File: src/design/mbe_pkg.sv
// mbe_pkg: shared types and constants for the escape-time iteration block
// no dependencies; used by the channel interfaces, the top-level design module and the testbench

package mbe_pkg;

	localparam int IN_W    = 31;
	localparam int COUNT_W = 8;
	localparam int MAG_W   = 35;

	localparam logic [COUNT_W-1:0] MAX_ITER_RESET = 8'd42;

	typedef enum logic [2:0] {
		ST_IDLE,
		ST_MUL_RR,
		ST_MUL_II,
		ST_MUL_RI,
		ST_CHECK
	} state_t;

endpackage

File: src/design/mbe_point_if.sv
// mbe_point_if: valid/ready channel carrying one point c
// depends on mbe_pkg for field widths

interface mbe_point_if;
	logic                             valid;
	logic                             ready;
	logic signed [mbe_pkg::IN_W-1:0] c_real;
	logic signed [mbe_pkg::IN_W-1:0] c_imag;

	modport source (output valid, output c_real, output c_imag, input ready);
	modport sink (input valid, input c_real, input c_imag, output ready);
endinterface

File: src/design/mbe_result_if.sv
// mbe_result_if: valid/ready channel carrying one escape-time result
// depends on mbe_pkg for field widths

interface mbe_result_if;
	logic                         valid;
	logic                         ready;
	logic [mbe_pkg::COUNT_W-1:0] escape_count;
	logic                         inside_set;
	logic [mbe_pkg::MAG_W-1:0]   magnitude_sq;

	modport source (output valid, output escape_count, output inside_set,
		output magnitude_sq, input ready);
	modport sink (input valid, input escape_count, input inside_set,
		input magnitude_sq, output ready);
endinterface

File: src/design/mbe_cfg_if.sv
// mbe_cfg_if: valid/ready write channel for the iteration limit register
// depends on mbe_pkg for the register width

interface mbe_cfg_if;
	logic                         valid;
	logic                         ready;
	logic [mbe_pkg::COUNT_W-1:0] data;

	modport source (output valid, output data, input ready);
	modport sink (input valid, input data, output ready);
endinterface

File: src/design/mandelbrot_escape_iteration.sv
// mandelbrot_escape_iteration: escape-time orbit of one point c per word
// depends on mbe_pkg, mbe_point_if, mbe_result_if, mbe_cfg_if and mbe_mul
//
//   channel   dir   word
//   point     in    c_real, c_imag (signed fixed point)
//   result    out   escape_count, inside_set, magnitude_sq
//   cfg       in    max_iter
//
// a point is taken in idle; each test of |z|^2 then runs the states mul_rr, mul_ii,
// mul_ri and check: the single multiplier forms zr*zr, zi*zi and zr*zi in turn, then
// the check state adds, compares and updates z unless the point escapes.
// reset sets max_iter to 42 and empties the block; no clearing pass.
// the result sits in an output register; a full, unread result holds the
// sequencer in its check state, and point.ready is high only when idle.

module mandelbrot_escape_iteration #(
	parameter int FRAC_BITS = 28
) (
	input  logic                clk,
	input  logic                arst_n,
	mbe_cfg_if.sink             cfg,
	mbe_point_if.sink           point,
	mbe_result_if.source        result
);

	localparam int ZW = (FRAC_BITS + 5 > 33) ? FRAC_BITS + 5 : 33;
	localparam int PW = 2 * ZW;
	localparam int SW = 2 * ZW - FRAC_BITS;
	localparam int MW = (SW + 1 > 36) ? SW + 1 : 36;
	localparam int EW = ZW - mbe_pkg::IN_W;

	localparam logic [MW-1:0] FOUR    = {{(MW-1){1'b0}}, 1'b1} << (FRAC_BITS + 2);
	localparam logic [MW-1:0] MAG_MAX = {{(MW-mbe_pkg::MAG_W){1'b0}},
		{mbe_pkg::MAG_W{1'b1}}};

	mbe_pkg::state_t state_q, state_d;

	logic [mbe_pkg::COUNT_W-1:0] max_iter_q;
	logic [mbe_pkg::COUNT_W-1:0] count_q;
	logic signed [ZW-1:0]        zr_q, zi_q;
	logic signed [mbe_pkg::IN_W-1:0] cr_q, ci_q;
	logic [SW-1:0]               zr2_q, zi2_q;

	logic                        out_valid_q;
	logic [mbe_pkg::COUNT_W-1:0] out_count_q;
	logic                        out_inside_q;
	logic [mbe_pkg::MAG_W-1:0]   out_mag_q;

	logic signed [ZW-1:0] mul_a, mul_b;
	logic signed [PW-1:0] product_s1;
	logic signed [PW-1:0] square_shr, cross_shr;
	logic [MW-1:0]        mag;
	logic                 escape;
	logic                 take_point;
	logic                 load_result;
	logic                 step;
	logic signed [ZW-1:0] zr_next, zi_next;

	mbe_mul #(.W(ZW)) u_mul (
		.clk        (clk),
		.a          (mul_a),
		.b          (mul_b),
		.product_s1 (product_s1)
	);

	assign mul_a = (state_q == mbe_pkg::ST_MUL_II) ? zi_q : zr_q;
	assign mul_b = (state_q == mbe_pkg::ST_MUL_RR) ? zr_q : zi_q;

	assign square_shr = product_s1 >>> FRAC_BITS;
	assign cross_shr  = product_s1 >>> (FRAC_BITS - 1);

	assign mag    = {{(MW-SW){1'b0}}, zr2_q} + {{(MW-SW){1'b0}}, zi2_q};
	assign escape = (mag > FOUR) || (count_q >= max_iter_q);

	assign zr_next = zr2_q[ZW-1:0] - zi2_q[ZW-1:0] + {{EW{cr_q[mbe_pkg::IN_W-1]}}, cr_q};
	assign zi_next = cross_shr[ZW-1:0] + {{EW{ci_q[mbe_pkg::IN_W-1]}}, ci_q};

	assign cfg.ready   = 1'b1;
	assign point.ready = (state_q == mbe_pkg::ST_IDLE);

	assign result.valid        = out_valid_q;
	assign result.escape_count = out_count_q;
	assign result.inside_set   = out_inside_q;
	assign result.magnitude_sq = out_mag_q;

	always_ff @(posedge clk or negedge arst_n) begin
		if (!arst_n) begin
			state_q <= mbe_pkg::ST_IDLE;
		end else begin
			state_q <= state_d;
		end
	end

	always_comb begin
		state_d     = state_q;
		take_point  = 1'b0;
		load_result = 1'b0;
		step        = 1'b0;
		case (state_q)
			mbe_pkg::ST_IDLE: begin
				if (point.valid) begin
					take_point = 1'b1;
					state_d    = mbe_pkg::ST_MUL_RR;
				end
			end
			mbe_pkg::ST_MUL_RR: state_d = mbe_pkg::ST_MUL_II;
			mbe_pkg::ST_MUL_II: state_d = mbe_pkg::ST_MUL_RI;
			mbe_pkg::ST_MUL_RI: state_d = mbe_pkg::ST_CHECK;
			mbe_pkg::ST_CHECK: begin
				if (!escape) begin
					step    = 1'b1;
					state_d = mbe_pkg::ST_MUL_RR;
				end else if (!out_valid_q || result.ready) begin
					load_result = 1'b1;
					state_d     = mbe_pkg::ST_IDLE;
				end
			end
			default: state_d = mbe_pkg::ST_IDLE;
		endcase
	end

	always_ff @(posedge clk or negedge arst_n) begin
		if (!arst_n) begin
			max_iter_q  <= mbe_pkg::MAX_ITER_RESET;
			count_q     <= '0;
			out_valid_q <= 1'b0;
		end else begin
			if (cfg.valid) begin
				max_iter_q <= cfg.data;
			end
			if (take_point) begin
				count_q <= '0;
			end else if (step) begin
				count_q <= count_q + 1'b1;
			end
			if (load_result) begin
				out_valid_q <= 1'b1;
			end else if (result.ready) begin
				out_valid_q <= 1'b0;
			end
		end
	end

	// orbit and result datapath
	always_ff @(posedge clk) begin
		if (take_point) begin
			zr_q <= '0;
			zi_q <= '0;
			cr_q <= point.c_real;
			ci_q <= point.c_imag;
		end else if (step) begin
			zr_q <= zr_next;
			zi_q <= zi_next;
		end
		if (state_q == mbe_pkg::ST_MUL_II) begin
			zr2_q <= square_shr[SW-1:0];
		end
		if (state_q == mbe_pkg::ST_MUL_RI) begin
			zi2_q <= square_shr[SW-1:0];
		end
		if (load_result) begin
			out_count_q  <= count_q;
			out_inside_q <= (count_q == max_iter_q);
			out_mag_q    <= (mag > MAG_MAX) ? {mbe_pkg::MAG_W{1'b1}} : mag[mbe_pkg::MAG_W-1:0];
		end
	end

`ifndef SYNTH
	a_count_bound: assert property (@(posedge clk) disable iff (!arst_n)
		(state_q != mbe_pkg::ST_IDLE) |-> (count_q <= max_iter_q))
		else $error("step count passed the iteration limit");

	a_inside_flag: assert property (@(posedge clk) disable iff (!arst_n)
		load_result |=> (result.inside_set == (result.escape_count == max_iter_q)))
		else $error("inside flag disagrees with step count");

	a_square_order: assert property (@(posedge clk) disable iff (!arst_n)
		(state_q == mbe_pkg::ST_MUL_II) |-> ($past(state_q) == mbe_pkg::ST_MUL_RR))
		else $error("multiplier sequence out of order");

	a_step_restarts: assert property (@(posedge clk) disable iff (!arst_n)
		step |=> (state_q == mbe_pkg::ST_MUL_RR) && (count_q != '0))
		else $error("orbit step did not restart the multiply sequence");
`endif

endmodule

File: src/design/mbe_mul.sv
// mbe_mul: shared signed multiplier with a registered product
// no package dependencies; instantiated by mandelbrot_escape_iteration

module mbe_mul #(
	parameter int W = 33
) (
	input  logic                  clk,
	input  logic signed [W-1:0]   a,
	input  logic signed [W-1:0]   b,
	output logic signed [2*W-1:0] product_s1
);

	always_ff @(posedge clk) begin
		product_s1 <= a * b;
	end

endmodule

File: src/flat_wrapper.sv
// flat-port wrapper written by rule: the top's interface ports become plain ports
module mandelbrot_escape_iteration_flat 
#(
	parameter int FRAC_BITS = 28
)
  (clk, arst_n, cfg_valid, cfg_data, cfg_ready, point_valid, point_c_real, point_c_imag, point_ready, result_valid, result_escape_count, result_inside_set, result_magnitude_sq, result_ready);
  mbe_cfg_if cfg_i ();
  mbe_point_if point_i ();
  mbe_result_if result_i ();
  input  logic clk;
  input  logic arst_n;
  input wire logic [$bits(cfg_i.valid)-1:0] cfg_valid;
  input wire logic [$bits(cfg_i.data)-1:0] cfg_data;
  output wire logic [$bits(cfg_i.ready)-1:0] cfg_ready;
  input wire logic [$bits(point_i.valid)-1:0] point_valid;
  input wire logic [$bits(point_i.c_real)-1:0] point_c_real;
  input wire logic [$bits(point_i.c_imag)-1:0] point_c_imag;
  output wire logic [$bits(point_i.ready)-1:0] point_ready;
  output wire logic [$bits(result_i.valid)-1:0] result_valid;
  output wire logic [$bits(result_i.escape_count)-1:0] result_escape_count;
  output wire logic [$bits(result_i.inside_set)-1:0] result_inside_set;
  output wire logic [$bits(result_i.magnitude_sq)-1:0] result_magnitude_sq;
  input wire logic [$bits(result_i.ready)-1:0] result_ready;
  assign cfg_i.valid = cfg_valid;
  assign cfg_i.data = cfg_data;
  assign cfg_ready = cfg_i.ready;
  assign point_i.valid = point_valid;
  assign point_i.c_real = point_c_real;
  assign point_i.c_imag = point_c_imag;
  assign point_ready = point_i.ready;
  assign result_valid = result_i.valid;
  assign result_escape_count = result_i.escape_count;
  assign result_inside_set = result_i.inside_set;
  assign result_magnitude_sq = result_i.magnitude_sq;
  assign result_i.ready = result_ready;
  mandelbrot_escape_iteration #(.FRAC_BITS(FRAC_BITS)) u_core (.clk(clk), .arst_n(arst_n), .cfg(cfg_i), .point(point_i), .result(result_i));
endmodule
File: config.mk
export PLATFORM = sky130hd
export DESIGN_NAME = mandelbrot_escape_iteration_flat
export DESIGN_NICKNAME = d
export VERILOG_FILES = /design/src/design/mbe_pkg.sv /design/src/design/mbe_point_if.sv /design/src/design/mbe_result_if.sv /design/src/design/mbe_cfg_if.sv /design/src/design/mandelbrot_escape_iteration.sv /design/src/design/mbe_mul.sv /design/src/flat_wrapper.sv
export SDC_FILE = /design/constraint.sdc
export NUM_CORES = 2
export LEC_CHECK = 0
export BUFFER_PORTS_ARGS = -buffer_cell sky130_fd_sc_hd__clkbuf_2
export CORE_MARGIN = 4
export CORE_UTILIZATION = 60
export CTS_CLUSTER_SIZE = 20
export DETAILED_ROUTE_END_ITERATION = 10
export HOLD_SLACK_MARGIN = 0.06
export PLACE_DENSITY = 0.8
export RECOVER_POWER = 25
export SLEW_MARGIN = 20
export SYNTH_ARGS = -nofsm -noshare
export SYNTH_HDL_FRONTEND = slang
export SYNTH_HIERARCHICAL = 1
export SYNTH_SLANG_ARGS = --single-unit
File: constraint.sdc
create_clock -name clk -period 9.8 [get_ports clk]
set_input_delay 0.49 -clock clk [delete_from_list [all_inputs] [get_ports clk]]
set_output_delay 0.49 -clock clk [all_outputs]
set_load 0.01 [all_outputs]
==> impl_metrics.tcl <==
set metrics [dict create \
    drive_gt1_share_pct 5.89 \
    grt_overflow 0 \
    mostFrequentLayoutCells "inv_1 (1,283), fa_1 (1,179), nand2_1 (644), and2_1 (570), ha_1 (329)" \
    setup-violations-final 0 \
    vias 40600 \
    cp-end-kind "flip-flop" \
    max_slew_margin_pct 26.5 \
    first_pass_iters 8 \
    totalNegativeSetupSlack_ns 0 \
    grt_antenna_before_repair 5 \
    num-fill-cells 7232 \
    status "complete, no violations" \
    crit_path_max_fanout 34 \
    crit_buf_inv 2 \
    die_w_um 313 \
    utilization_pct 64.0 \
    place_congestion 1.03 \
    nets 7347 \
    fin_skew_ns 0.0498 \
    cp_common_cell "fa_1" \
    synth.net_count 7353 \
    syn_area_mm2 0.0559 \
    path_clk_slew_ns 0.07 \
    syn_inst 5770 \
    cts_root_buffer "clkbuf_16" \
    ys_warn_count 6 \
    drc 0 \
    grt_usage_pct 31.8 \
    clkLatencyLatePin_ns 0.62 \
    io-pin-count 122 \
    finalCritPeriodShare_pct 95.2 \
    drt_iter0_drc 3894 \
    regToRegSetupSlack_ns 0.47 \
    cp_slowest_cell "mux2_2" \
    regArea_mm2 0.00807 \
    ctsHtreeMaxLevel 1 \
    cts_made_buffers 28 \
    hold_violations 0 \
    crit_arrival_ns 9.88 \
    grt_max_degree 71 \
    area_delta_synth_final_pct 5.48 \
    row_count 111 \
    cap_viol_max_count 0 \
    grt_pass1_wl_um 242000 \
    antenna_left 0 \
    worstPathRequired_ns 10.34 \
    dp.final_hpwl_um 115000 \
    crit_path_max_incr_delay_ns 0.94 \
    holdCritPathClass "input port to flip-flop" \
    tightest_slew_ns 1.10 \
    path_cells "nor3b_2, buf_12, mux2_2, nand2_1, fa_1, fa_1, fa_1, inv_1, fa_1, fa_1, fa_1, fa_1, fa_1, ha_1, a21o_1, a21oi_1, nor2_1, nor2_1, o21bai_1, a221o_1, a21oi_1, nor2b_1, a311oi_1, xnor2_1" \
    post-route-cell-area_mm2 0.0589 \
    grt_pass1_vias 43300 \
    wl_per_cell_um 21.8 \
    fp.dieArea_mm2 0.0981 \
    max_freq_ghz 0.107 \
    multiInputGateArea_mm2 0.0419 \
    power_density_mw_per_mm2 98.3 \
    start_kind "flip-flop" \
    initial_core_util_pct 60.7 \
    die_y_um 313 \
    finalWirelength_um 153000 \
    cts_tree "built" \
    timing.final.crit_period_ns 9.33 \
    report.final.slew_viol_count 0 \
    avgSynthCellArea_um2 9.68 \
    viasPerCell 5.77 \
    coreArea_mm2 0.0921 \
    ir_drop_mv 0.168 \
    layout.cells.most_common "inv_1" \
    critPathTopFamily "adder cells" \
    clock_sinks 307 \
    portBuffers 120 \
    path_class "flip-flop to flip-flop" \
    leakagePower_nw 29.5 \
    place_area_mm2 0.0575 \
    cts.path.max_buffers 3 \
    rsz0062_at_grt "no" \
]
==> routing by layer <==
metal	share of wire (%)	routed length [um]	vias to the layer above	GRT usage, %
li1	-	-	17400	-
met1	38	58900	20300	42.3
met2	45	69200	2473	49.8
met3	12	17800	480	8.77
met4	4.9	7550	4	13.3
met5	0.015	23	-	0
==> where the power goes <==
part | switching (mW) | internal [mW]
registers | 0.114 | 1.61
logic | 1.76 | 1.13
clock network | 0.548 | 0.628
==> worst register-to-register path, cell delays in order (launching register included) <==
cell	delay (ns)
dfrtp_1	0.47
nor3b_2	0.28
buf_12	0.26
mux2_2	0.97
nand2_1	0.25
fa_1	0.78
fa_1	0.55
fa_1	0.56
inv_1	0.45
fa_1	0.54
fa_1	0.58
fa_1	0.45
fa_1	0.52
fa_1	0.42
ha_1	0.38
a21o_1	0.22
a21oi_1	0.14
nor2_1	0.05
nor2_1	0.22
o21bai_1	0.09
a221o_1	0.36
a21oi_1	0.19
nor2b_1	0.07
a311oi_1	0.29
xnor2_1	0.16
==> final cells by class <==
| cell class | count | share of cell area [%] |
|---|---|---|
| Clock buffer | 34 | 1.30 |
| Tap cell | 1243 | 2.64 |
| Sequential cell | 307 | 13.7 |
| Inverter | 1284 | 8.18 |
| Multi-Input combinational cell | 3911 | 71.1 |
| Clock inverter | 18 | 0.372 |
| Timing Repair Buffer | 232 | 2.65 |
| Antenna cell | 7 | 0.0297 |
==> path summary, 6_finish.rpt <==
kind,start,to,depth (start not counted)
worst max-delay path,u_core/state_q[2],u_core/u_mul/product_s1[63],24
worst min-delay path,point_c_real[9],u_core/cr_q[9],1
worst max register to register,u_core/state_q[2],u_core/u_mul/product_s1[63],24
worst min register to register,u_core/u_mul/product_s1[60],u_core/zi2_q[32],0
max in group asynchronous,arst_n,u_core/max_iter_q[5],2
min in group asynchronous,arst_n,u_core/max_iter_q[2],2
==> metrics by stage <==
| step | total power, mW | setup WS [ns] | hold slack, ns | instances |
|---|---|---|---|---|
| final | 5.79 | 0.466 | 0.0865 | 7036 |
| after global routing | 6.16 | 0.101 | 0.0729 | 7029 |
| after CTS | 5.77 | 0.510 | 0.0635 | 7028 |
| after detailed placement | 4.56 | 0.530 | 0.425 | 6936 |
| after global placement | 4.50 | 0.708 | 0.414 | 6936 |
| after floorplan | 3.84 | 0.0340 | 0.194 | 5770 |
==> registers in the layout, summed over array words and instances, names as in the netlist <==
name                        count
u_core/count_q                  8
u_core/zr_q                    33
u_core/zi2_q                   38
u_core/zr2_q                   38
u_core/u_mul/product_s1        39
u_core/result.inside_set        1
u_core/ci_q                    31
u_core/result.magnitude_sq     35
u_core/state_q                  3
u_core/zi_q                    33
u_core/result.escape_count      8
u_core/result.valid             1
u_core/max_iter_q               8
u_core/cr_q                    31
==> what timing repair did <==
item	CTS	global route
setup buffers	0	0
endpoints found under the hold margin	56	1
endpoints found under the setup margin	0	1
hold buffers	40	1
resized for setup	0	1
(Power assumes the default switching activity.)
